`src/rtl/ncrt_pkg.sv`:
```
// ============================================================================
// ncrt_pkg: shared types and constants for the node coverage relay table
// Holds command and node type codes, register indexes, beat payload types.
// ============================================================================
package ncrt_pkg;

    localparam logic [1:0] CMD_REGISTER   = 2'd0;
    localparam logic [1:0] CMD_DEREGISTER = 2'd1;

    localparam logic [1:0] TYPE_TERMINAL = 2'd0;
    localparam logic [1:0] TYPE_BASE     = 2'd1;

    localparam logic [1:0] REG_HUB_ID    = 2'd0;
    localparam logic [1:0] REG_BCAST_ID  = 2'd1;
    localparam logic [1:0] REG_RADIUS    = 2'd2;

    localparam int MAX_RESULTS = 32;

    typedef struct packed {
        logic [1:0]         command;
        logic [31:0]        src_id;
        logic [31:0]        dst_id;
        logic [1:0]         node_type;
        logic signed [15:0] pos_x;
        logic signed [15:0] pos_y;
        logic [31:0]        sender_address;
        logic [15:0]        src_port;
    } in_item_t;

    typedef struct packed {
        logic        kind;
        logic        reply_ok;
        logic [31:0] dest_node_id;
        logic [31:0] dest_address;
        logic [15:0] dest_port;
        logic        last;
    } out_item_t;

    typedef struct packed {
        logic [1:0]  index;
        logic [31:0] data;
    } cfg_item_t;

    // Classified job handed from front to back
    typedef enum logic [2:0] {
        JOB_REGISTER,
        JOB_DEREGISTER,
        JOB_IGNORE,
        JOB_BROADCAST,
        JOB_UNICAST
    } job_kind_t;

    typedef struct packed {
        job_kind_t kind;
        in_item_t  item;
    } job_t;

endpackage

```
`src/rtl/ncrt_if.sv`:
```
// ============================================================================
// ncrt_if: valid/ready channels
// Input item, result item and configuration write channels.
// ============================================================================
interface ncrt_in_if;
    logic              valid;
    logic              ready;
    ncrt_pkg::in_item_t data;
    modport source (output valid, output data, input ready);
    modport sink   (input valid, input data, output ready);
endinterface


```
`src/rtl/ncrt_front.sv`:
```
// ============================================================================
// ncrt_front: accept and classify beats
// Tags each input beat with its job kind and pushes it into a short queue.
// ============================================================================
module ncrt_front #(
    parameter int QDEPTH = 2
) (
    input  logic                clk,
    input  logic                rst_n,
    ncrt_in_if.sink             in_ch,
    input  logic [31:0]         hub_id,
    input  logic [31:0]         bcast_id,
    input  logic                pop,
    output logic                job_valid,
    output ncrt_pkg::job_t      job
);
    localparam int AW = (QDEPTH > 1) ? $clog2(QDEPTH) : 1;

    ncrt_pkg::job_t   q_mem [QDEPTH];
    logic [AW-1:0]    wr_ptr_reg, rd_ptr_reg;
    logic [AW:0]      count_reg;
    ncrt_pkg::job_kind_t kind_next;
    logic             push;

    // Classify: hub messages first, then broadcast, then unicast
    always_comb
    begin
        if (in_ch.data.dst_id == hub_id)
        begin
            if (in_ch.data.command == ncrt_pkg::CMD_REGISTER)
                kind_next = ncrt_pkg::JOB_REGISTER;
            else if (in_ch.data.command == ncrt_pkg::CMD_DEREGISTER)
                kind_next = ncrt_pkg::JOB_DEREGISTER;
            else
                kind_next = ncrt_pkg::JOB_IGNORE;
        end
        else if (in_ch.data.dst_id == bcast_id)
            kind_next = ncrt_pkg::JOB_BROADCAST;
        else
            kind_next = ncrt_pkg::JOB_UNICAST;
    end

    assign in_ch.ready = (count_reg != (AW+1)'(QDEPTH));
    assign push        = in_ch.valid && in_ch.ready;
    assign job_valid   = (count_reg != '0);
    assign job         = q_mem[rd_ptr_reg];

    // Write queue entry
    always_ff @(posedge clk)
    begin
        if (push)
        begin
            q_mem[wr_ptr_reg].kind <= kind_next;
            q_mem[wr_ptr_reg].item <= in_ch.data;
        end
    end

    // Advance pointers
    always_ff @(posedge clk or negedge rst_n)
    begin
        if (!rst_n)
        begin
            wr_ptr_reg <= '0;
            rd_ptr_reg <= '0;
            count_reg  <= '0;
        end
        else
        begin
            if (push)
                wr_ptr_reg <= (wr_ptr_reg == AW'(QDEPTH-1)) ? '0 : wr_ptr_reg + 1'b1;
            if (pop)
                rd_ptr_reg <= (rd_ptr_reg == AW'(QDEPTH-1)) ? '0 : rd_ptr_reg + 1'b1;
            count_reg <= count_reg + (AW+1)'(push) - (AW+1)'(pop);
        end
    end

    a_no_pop_empty: assert property (@(posedge clk) disable iff (!rst_n)
        pop |-> job_valid) else $error("pop from empty queue");
    a_count_bound: assert property (@(posedge clk) disable iff (!rst_n)
        count_reg <= (AW+1)'(QDEPTH)) else $error("queue overflow");
    a_full_stall: assert property (@(posedge clk) disable iff (!rst_n)
        (count_reg == (AW+1)'(QDEPTH)) |-> !in_ch.ready) else $error("full not stalled");

endmodule

```
`src/flat_wrapper.sv`:
```
// flat-port wrapper written by rule: the top's interface ports become plain ports
module ncrt_front_flat 
#(
    parameter int QDEPTH = 2
)
  (clk, rst_n, hub_id, bcast_id, pop, job_valid, job, in_ch_valid, in_ch_data, in_ch_ready);
  ncrt_in_if in_ch_i ();
  input  logic clk;
  input  logic rst_n;
  input  logic [31:0] hub_id;
  input  logic [31:0] bcast_id;
  input  logic pop;
  output logic job_valid;
  output ncrt_pkg::job_t job;
  input wire logic [$bits(in_ch_i.valid)-1:0] in_ch_valid;
  input wire logic [$bits(in_ch_i.data)-1:0] in_ch_data;
  output wire logic [$bits(in_ch_i.ready)-1:0] in_ch_ready;
  assign in_ch_i.valid = in_ch_valid;
  assign in_ch_i.data = in_ch_data;
  assign in_ch_ready = in_ch_i.ready;
  ncrt_front #(.QDEPTH(QDEPTH)) u_core (.clk(clk), .rst_n(rst_n), .in_ch(in_ch_i), .hub_id(hub_id), .bcast_id(bcast_id), .pop(pop), .job_valid(job_valid), .job(job));
endmodule
```
`config.mk`:
```
export PLATFORM = sky130hd
export DESIGN_NAME = ncrt_front_flat
export DESIGN_NICKNAME = d
export VERILOG_FILES = /design/src/rtl/ncrt_pkg.sv /design/src/rtl/ncrt_if.sv /design/src/rtl/ncrt_front.sv /design/src/flat_wrapper.sv
export SDC_FILE = /design/constraint.sdc
export NUM_CORES = 1
export LEC_CHECK = 0
export ABC_AREA = 1
export BUFFER_PORTS_ARGS = -buffer_cell sky130_fd_sc_hd__buf_4
export CORE_ASPECT_RATIO = 0.7
export CORE_MARGIN = 2
export CORE_UTILIZATION = 55
export CTS_CLUSTER_DIAMETER = 60
export DETAILED_ROUTE_END_ITERATION = 8
export PLACE_DENSITY = 0.85
export SYNTH_ARGS = -nofsm -noshare
export SYNTH_HDL_FRONTEND = slang
export SYNTH_SLANG_ARGS = --single-unit
```
`constraint.sdc`:
```
create_clock -name clk -period 19.13 [get_ports clk]
set_input_delay 1.913 -clock clk [delete_from_list [all_inputs] [get_ports clk]]
set_output_delay 1.913 -clock clk [all_outputs]
set_load 0.01 [all_outputs]
```
==> results of run 1 <==
[cell type report]
cell class                 instances  area (um^2)
clock buffer                      39          813
sequential                       306         9170
tap                              282          353
multi-input combinational        311         2640
clock inverter                    15          166
inverter                          26         97.6
fill                            1288         5520
timing repair buffer             373         2800
[through the flow]
| stage | setup slack, ns | cell area [um^2] |
|---|---|---|
| final | 13.94 | 16000 |
| after global routing | 13.78 | 16000 |
| after CTS | 13.93 | 16000 |
| after detailed placement | 14.50 | 15100 |
| after global placement | 14.52 | 15100 |
| after floorplan | 10.17 | 12000 |
[tightest hold or removal path: cells and delay by family, from the launching register on]
kind	cells	cell delay, ns
DFF	1	0.41
and+or+nand+nor	2	0.16
[cell families after synthesis]
family | count (synthesis) | share of synthesized area [%]
DFF | 306 | 76.2
muxes | 151 | 14.1
and+or+nand+nor | 100 | 3.24
xor gates and xnor gates | 58 | 4.22
buffers and inverters | 43 | 1.99
adders and majority gates | 2 | 0.208
[power by group through the flow]
stage | logic, W | registers (W) | clock network (W)
after floorplan | 0.000416 | 0.000987 | 0
after global placement | 0.000702 | 0.000982 | 0
after detailed placement | 0.000712 | 0.000993 | 0
after CTS | 0.000718 | 0.000980 | 0.000588
after global routing | 0.000752 | 0.000993 | 0.000618
final | 0.000709 | 0.000979 | 0.000578
[final timing paths]
kind	end	startpoint
min	u_core.wr_ptr_reg	u_core.wr_ptr_reg
min reg2reg	u_core.wr_ptr_reg	u_core.wr_ptr_reg
max in group asynchronous	u_core.rd_ptr_reg	rst_n
max	job[149]	u_core.rd_ptr_reg
max reg2reg	u_core.rd_ptr_reg	u_core.rd_ptr_reg
min in group asynchronous	u_core.wr_ptr_reg	rst_n
[cell usage in the layout (no fill, tap or decap), types with 2 or more instances in the layout]
cell / netlist / layout
nand2_1: 71 / 71
clkinvlp_4: 0 / 3
clkbuf_16: 0 / 29
buf_4: 0 / 373
mux2_1: 9 / 9
inv_1: 26 / 26
nor2_4: 0 / 2
mux2_2: 142 / 142
edfxtp_1: 302 / 302
clkbuf_8: 0 / 5
clkinv_2: 0 / 6
xnor2_1: 57 / 57
nand3_1: 2 / 2
ha_1: 2 / 2
nor2_1: 22 / 20
bufinv_16: 0 / 3
nor2_2: 2 / 2
dfrtp_1: 4 / 3
clkbuf_1: 0 / 5
[layer usage]
metal	up-vias	part of all wire (%)	GRT usage, %
met5	-	0	0
met1	3393	37	26.6
met4	0	2.4	5.79
met3	44	7.6	5.94
met2	301	53	40.7
li1	3214	-	-
==> metrics.md, run 1 <==
| Metric | Value |
|---|---|
| Outcome | complete, no violations |
| Port bufs | 368 |
| DRC viols | 0 |
| Initial drt markers | 503 |
| EDFF count, synth | 302 |
| Worst path bufs/invs | 2 |
| Cells after Synth | 660 |
| Overall power | 0.00227 W |
| Top post-synthesis cells by count | edfxtp_1 (302), mux2_2 (142), nand2_1 (71) |
| Synth area leaders | edfxtp_1 (75%), mux2_2 (13%), xnor2_1 (4.1%), nand2_1 (2.2%), buf_6 (0.84%) |
| DP Wirelength | 18300 um |
| Die height | 128 um |
| Worst-skew pair later-pin latency | 0.54 ns |
| NumNets Final | 1265 |
| Distinct cells, synth | 17 |
| Avg Vias per Cell | 5.14 |
| Post-route insts no fill | 1352 |
| Fin util | 74.4% |
| Synth Area per Inst | 18.2 um^2 |
| Clock buffer depth | 3 |
| Worst-path maximum fanout | 82 |
| First-pass GRT wire length | 39700 um |
| Initial antenna violation count | 0 |
| Share of the synthesized area in the top cell type | 75.4% |
| Sequential element share of the synthesized area | 76.2% |
| Hold-fix buffers at CTS | 0 |
| Post-CTS sizing | 0 |
| Final ANT Viol Nets | 0 |
| Hold Path Class | reg2reg |
| Top-count cell post-synth | edfxtp_1 |
| TritonCTS clock tree | done |
| Sw frac | 28.4% |
| Delay-heaviest family, CP | buffers and inverters |
| Drt first pass iters | 5 |
| Worst hold stages | 2 |
| Slew headroom | 25.4% |
| Clock share of power | 25.5% |
| Vias in the first global route | 7277 |
| Slew at the pin closest to its max-slew limit | 1.12 ns |
| CTS buffer count | 29 |
| GPL Wtd Cong | 0.763 |
| Grt total ovfl | 0 |
| Most used cell, CP | buf_4 |
| Proportion of layout cells with a drive suffix above 1 | 53.3% |
| Critical path type | reg2out |
| Drt wl/cell | 19.8 um |
| Post-Route WL | 26800 um |
| Final hold vios | 0 |
| WP depth | 3 |
| Starting Density | 55.8% |
| CTS Sinks | 306 |
| Async S/R FF share, synth | 1.31% |
| PwrDens | 141 nW/um^2 |
| Worst path cell trace | buf_4, mux2_2, buf_4 |
| Sw Pwr | 0.000644 W |
| CP Launch Type | register |
| Setup violations, final | 0 |
| Reg2reg path depth | 2 |
| H-tree Lvls | 1 |
| Final min period | 5.19 ns |
| WHS | 0.616 ns |
| Placed Cells | 1298 |
| Sum of negative setup slack | 0 ns |
| Crit share post-route | 27.1% |
| Ant. Diodes | 0 |
| Max reg flops | 302 |
| CP peak stage delay | 1.03 ns |
| Critical path arrival | 3.27 ns |
| Max Cap Viol | 0 |
| Yosys reg bits | 306 |
| Slowest cell on the critical path | dfrtp_4 |
| Worst Path Required | 17.22 ns |
| F_max | 0.193 GHz |
| Setup Skew | 0.00961 ns |
| Peak VDD IR | 0.0000864 V |
| Power share of the combinational group | 31.3% |
| Std-Cell Rows | 45 |
| Die area | 23100 um^2 |
| Final Slew Violations | 0 |
| Chip width | 181 um |
| Area leader, netlist | edfxtp_1 |
| YS warnings | 0 |
| Clock transition at path regs | 0.06 ns |
| Core Region | 21600 um^2 |
| Area Overhead vs Synth | 33.3% |
| Unrepaired setup endpoints after global routing | no |
| Post-CTS setup buffer count | 0 |
| Dominant synthesized flop cell | edfxtp_1 |
| Mapped Area | 12000 um^2 |
| Lkg Pwr | 6.18 nW |
| Critical path endpoint category | primary output |
| Root Buffer | clkbuf_16 |
| Sequential Power Share | 43.2% |
| # IOs | 369 |
| Mapped Nets | 878 |
| Gr usage total | 22.4% |
| Vias post-DR | 6952 |
| R2r setup slk | 16.69 ns |
| Pin count of the biggest net entering global routing | 83 |
| Internal power | 0.00162 W |
(Power assumes the default switching activity.)
==> run 2, diff against run 1 <==
--- a/config.mk
+++ b/config.mk
@@ -9,10 +9,10 @@
 export BUFFER_PORTS_ARGS = -buffer_cell sky130_fd_sc_hd__buf_4
 export CORE_ASPECT_RATIO = 0.7
 export CORE_MARGIN = 2
-export CORE_UTILIZATION = 55
+export CORE_UTILIZATION = 46
 export CTS_CLUSTER_DIAMETER = 60
 export DETAILED_ROUTE_END_ITERATION = 8
-export PLACE_DENSITY = 0.85
+export PLACE_DENSITY = 0.76
 export SYNTH_ARGS = -nofsm -noshare
 export SYNTH_HDL_FRONTEND = slang
 export SYNTH_SLANG_ARGS = --single-unit
==> constraint.sdc (replaced) <==
create_clock -name clk -period 4.5 [get_ports clk]
set_input_delay 0.45 -clock clk [delete_from_list [all_inputs] [get_ports clk]]
set_output_delay 0.45 -clock clk [all_outputs]
set_load 0.01 [all_outputs]
==> run 2 against run 1 <==
Compared with the run above: critical path depth did not move; first-iteration DRC count fell by 43%; sequential cell count did not move; clock skew rose by 0.0014 ns; non-clock buffer count rose by 3; count of clock-buffer cells in the layout fell by 4; sequential power rose to 4.2 times the previous value; die area rose by 19%.
==> metrics.md, run 2 (synthesized netlist as in run 1, its figures left out) <==
| Metric | Value |
|---|---|
| Clock transition at path regs | 0.06 ns |
| Setup Skew | 0.0110 ns |
| Chip width | 197 um |
| Final min period | 3.04 ns |
| Most used cell, CP | buf_4 |
| Worst path cell trace | buf_4, mux2_2, buf_4 |
| Area Overhead vs Synth | 33.8% |
| Min-delay src | in_ch_data[70] |
| Critical path type | reg2out |
| GPL Wtd Cong | 0.831 |
| Lkg Pwr | 6.17 nW |
| Delay-heaviest family, CP | flip-flops |
| Initial drt markers | 285 |
| Clock buffer depth | 3 |
| NumNets Final | 1269 |
| Core Region | 25700 um^2 |
| Final ANT Viol Nets | 0 |
| Crit share post-route | 67.5% |
| Port bufs | 368 |
| Placed Cells | 1349 |
| DP Wirelength | 19100 um |
| Hold Path Class | in2reg |
| Reg2reg path depth | 5 |
| Critical path endpoint category | primary output |
| Final hold vios | 0 |
| Most frequent cells in the layout | buf_4 (373), edfxtp_1 (302), mux2_2 (142) |
| Reg2Reg Capture Point | u_core.q_mem[1][82] |
| Unrepaired setup endpoints after global routing | no |
| H-tree Lvls | 1 |
| Drt wl/cell | 19.4 um |
| Worst-skew pair later-pin latency | 0.55 ns |
| Slew at the pin closest to its max-slew limit | 1.02 ns |
| Drt first pass iters | 4 |
| Overall power | 0.00954 W |
| PwrDens | 593 nW/um^2 |
| Setup violations, final | 0 |
| Critical path arrival | 2.59 ns |
| Initial antenna violation count | 0 |
| CTS Sinks | 306 |
| GR Util met3 | 5.45% |
| Commonest non-fill, non-tap cell in the layout | buf_4 |
| Worst hold stages | 1 |
| Post-CTS setup buffer count | 0 |
| First-pass GRT wire length | 40200 um |
| Grt met1 use | 23.6% |
| Proportion of layout cells with a drive suffix above 1 | 52.6% |
| Hold Crit Endpoint | u_core.q_mem[0][70] |
| GR Layer Usage met2 | 33.7% |
| Pin count of the biggest net entering global routing | 88 |
| Final Slew Violations | 0 |
| Post-Route WL | 27200 um |
| Peak VDD IR | 0.000462 V |
| Avg Vias per Cell | 4.88 |
| FILL cells | 1868 |
| F_max | 0.329 GHz |
| CP peak stage delay | 0.83 ns |
| Grt total ovfl | 0 |
| Starting Density | 46.8% |
| Vias in the first global route | 7317 |
| Reg2reg start | u_core.count_reg[1] |
| Outcome | complete, no violations |
| DRC viols | 0 |
| Die area | 27500 um^2 |
| Max Cap Viol | 0 |
| Root Buffer | clkbuf_16 |
| Die height | 139 um |
| CP Launch Type | register |
| Ant. Diodes | 0 |
| Slowest cell on the critical path | dfrtp_4 |
| Slew headroom | 31.9% |
| Vias post-DR | 6842 |
| Worst Path Required | 4.05 ns |
| Std-Cell Rows | 49 |
| R2r setup slk | 2.26 ns |
| Gr usage total | 19.2% |
| Worst path bufs/invs | 2 |
| Max reg flops | 302 |
| # IOs | 369 |
| Most crowded layer after global routing | met2 |
| Post-route insts no fill | 1403 |
| CTS buffer count | 30 |
| Worst-path maximum fanout | 42 |
| TritonCTS clock tree | done |
run 2: cell count changes in the layout (fill, tap and decap cells not counted), sizes merged:
cell         previous run  this run
clkinvlp                3         2
bufinv                  3         2
clkbuf                 39        35
clkinv                  7        13
dlygate4sd3             0         1
inv                    28        27
buf                   373       375
run 2: worst max path at each step:
stage | slack, ns | cells after the start | end | start
after floorplan | -0.53 | 3 | u_core.q_mem[1][0] | u_core.count_reg[1]
after global placement | 2.12 | 3 | job[131] | u_core.rd_ptr_reg
after detailed placement | 2.05 | 3 | job[133] | u_core.rd_ptr_reg
after CTS | 1.43 | 3 | job[133] | u_core.rd_ptr_reg
after global routing | 1.35 | 3 | job[131] | u_core.rd_ptr_reg
final | 1.46 | 3 | job[131] | u_core.rd_ptr_reg
run 2: per-layer routing:
layer  vias up  routed length [um]
met5         -                   0
met1      3307               10900
met4         0                 587
li1       3220                   -
met3        44                2250
met2       271               13500
run 2: metrics by stage:
stage	area [um^2]	hold WS (ns)	util [%]	worst slack, ns	TNS (ns)
3_3_place_gp	15200	0.250	59.0	2.12	0
5_1_grt	16100	0.0533	62.7	1.35	0
6_report	16100	0.0781	62.7	1.46	0
3_5_place_dp	15200	0.250	59.0	2.05	0
4_1_cts	16100	0.0493	62.7	1.43	0
2_1_floorplan	12000	0.154	-	-0.525	-156.25
run 2: timing repair:
item,in CTS,in global routing
endpoints found under the hold margin,4,0
hold buffers,1,0
gates resized for setup,0,0
endpoints found under the setup margin,0,0
run 2: where the power goes:
| group | leakage [nW] | internal, W | switching [W] |
|---|---|---|---|
| Sequential | 2.85 | 0.00389 | 0.000226 |
| Clock | 0.445 | 0.00133 | 0.00102 |
| Combinational | 2.88 | 0.00158 | 0.00150 |
| Total | 6.17 | 0.00680 | 0.00274 |
run 2: final cells by class:
| cell class | instances | area (um^2) | area share [%] |
|---|---|---|---|
| multi-input combinational | 311 | 2640 | 16.4 |
| sequential | 306 | 9170 | 57.0 |
| timing repair buffer | 376 | 2850 | 17.7 |
| clock buffer | 35 | 769 | 4.78 |
| tap | 331 | 414 | 2.57 |
| clock inverter | 18 | 153 | 0.948 |
| inverter | 26 | 97.6 | 0.606 |
==> run 3, diff against run 2 <==
==> constraint.sdc (replaced) <==
create_clock -name clk -period 2.65 [get_ports clk]
set_input_delay 0.265 -clock clk [delete_from_list [all_inputs] [get_ports clk]]
set_output_delay 0.265 -clock clk [all_outputs]
set_load 0.01 [all_outputs]
==> run 3 against run 2 <==
Compared with the run above: worst setup slack got worse by 1.3 ns; largest cell class unchanged; count of clock-buffer cells in the layout fell by 5; sequential share of layout area fell by 5.2 points; largest power group unchanged; total power rose by 76%; critical endpoint is now job[24]; sequential cell count unchanged; die area unchanged.
==> metrics.md, run 3 (synthesized netlist as in run 1, its figures left out) <==
| Metric | Value |
|---|---|
| Outcome | complete, no violations |
| Slew at the pin closest to its max-slew limit | 0.523 ns |
| Std-Cell Rows | 49 |
| Proportion of layout cells with a drive suffix above 1 | 47.0% |
| Die area | 27500 um^2 |
| Initial antenna violation count | 2 |
| GR Util met3 | 5.09% |
| GR Layer Usage met2 | 38.0% |
| Most used cell, CP | buf_4 |
| Slowest cell on the critical path | dfrtp_4 |
| Post-route insts no fill | 1555 |
| First-pass GRT wire length | 44800 um |
| Overall power | 0.0168 W |
| Register area | 9170 um^2 |
| Commonest non-fill, non-tap cell in the layout | buf_4 |
| Critical path type | reg2out |
| CTS Sinks | 306 |
| Final min period | 2.45 ns |
| Gr usage total | 21.2% |
| Critical path endpoint category | primary output |
| Final ANT Viol Nets | 0 |
| Placed inst area | 15200 um^2 |
| Worst-skew pair later-pin latency | 0.54 ns |
| Avg Vias per Cell | 4.84 |
| Drt wl/cell | 19.1 um |
| Max reg flops | 302 |
| Vias post-DR | 7530 |
| Worst-path maximum fanout | 27 |
| Final Slew Violations | 0 |
| Vias in the first global route | 8166 |
| Drt first pass iters | 7 |
| Pin count of the biggest net entering global routing | 87 |
| Die height | 139 um |
| F_max | 0.409 GHz |
| Unrepaired setup endpoints after global routing | no |
| Crit share post-route | 92.3% |
| NumNets Final | 1417 |
| # IOs | 369 |
| Slew headroom | 65.1% |
| Post-route cell area | 17700 um^2 |
| DP Wirelength | 18400 um |
| CP Launch Type | register |
| Root Buffer | clkbuf_16 |
| Grt total ovfl | 0 |
| Lkg Pwr | 6.86 nW |
| Most crowded layer after global routing | met2 |
| Multi-input logic area | 2650 um^2 |
| Chip width | 197 um |
| Max Cap Viol | 0 |
| H-tree Lvls | 1 |
| Port bufs | 368 |
| Most frequent cells in the layout | buf_4 (369), edfxtp_1 (302), dlygate4sd3_1 (150) |
| Setup violations, final | 0 |
| Setup Skew | 0.0208 ns |
| Final hold vios | 0 |
| Critical path arrival | 2.18 ns |
| CTS buffer count | 29 |
| TritonCTS clock tree | done |
| PwrDens | 948 nW/um^2 |
| Grt met1 use | 25.6% |
| Post-CTS setup buffer count | 0 |
| GPL Wtd Cong | 0.806 |
| Post-Route WL | 29700 um |
| Clock buffer depth | 3 |
| CP peak stage delay | 0.66 ns |
| Clock transition at path regs | 0.06 ns |
| DRC viols | 0 |
| Final setup margin | 0.204 ns |
| FILL cells | 1613 |
| Delay-heaviest family, CP | flip-flops |
| Worst path bufs/invs | 2 |
| Peak VDD IR | 0.000686 V |
| Place WS | 0.763 ns |
| Starting Density | 46.8% |
| Core Region | 25700 um^2 |
| Worst Path Required | 2.38 ns |
| Area Overhead vs Synth | 47.3% |
| Worst path cell trace | buf_4, mux2_2, buf_4 |
| Placed Cells | 1349 |
| Hold Path Class | in2reg |
| Initial drt markers | 277 |
-- run 3: worst min-delay path, cell delays in order --
cell     delay, ns
buf_4         0.09
nand2_4       0.06
inv_1         0.08
nor2_1        0.04
nor2_1        0.07
-- run 3: repair_timing --
action,CTS,global route
hold buffers,150,0
endpoints found under the hold margin,301,0
resized for setup,0,0
-- run 3: worst paths after layout --
path | endpoint | from | slack, ns | cells after the start
min in group asynchronous | u_core.rd_ptr_reg | rst_n | 0.13 | 2
max in group asynchronous | u_core.rd_ptr_reg | rst_n | 2.41 | 2
worst max register to register | u_core.q_mem[1][90] | u_core.count_reg[1] | 1.01 | 4
worst max-delay path | job[24] | u_core.rd_ptr_reg | 0.20 | 3
worst min-delay path | u_core.wr_ptr_reg | in_ch_valid | 0.11 | 5
worst min register to register | u_core.wr_ptr_reg | u_core.wr_ptr_reg | 0.57 | 2
-- run 3: power by group --
part           total (W)  switching (W)  internal (W)
combinational    0.00564        0.00274       0.00290
sequential       0.00692       0.000323       0.00659
clock            0.00425        0.00175       0.00250
total             0.0168        0.00482        0.0120
-- run 3: area by class of cell --
class	instances	share of cell area, %
Tap cell	331	2.34
Clock buffer	30	4.12
Inverter	26	0.551
Clock inverter	24	1.45
Sequential cell	306	51.8
Antenna cell	2	0.0282
Timing Repair Buffer	525	24.8
Multi-Input combinational cell	311	15.0
-- run 3: stage by stage --
stage	hold WS [ns]	utilization, %	TNS [ns]
global route	0.0983	69.0	0
global placement	0.0646	59.3	0
finish	0.111	69.0	0
CTS	0.0826	68.9	0
detailed placement	0.0662	59.3	0
floorplan	-0.0306	-	-178.92
-- run 3: routing by layer --
| layer | part of all wire [%] | up-vias |
|---|---|---|
| li1 | - | 3519 |
| met1 | 40 | 3662 |
| met2 | 51 | 296 |
| met3 | 7.4 | 53 |
| met4 | 2.4 | 0 |
| met5 | 0 | - |
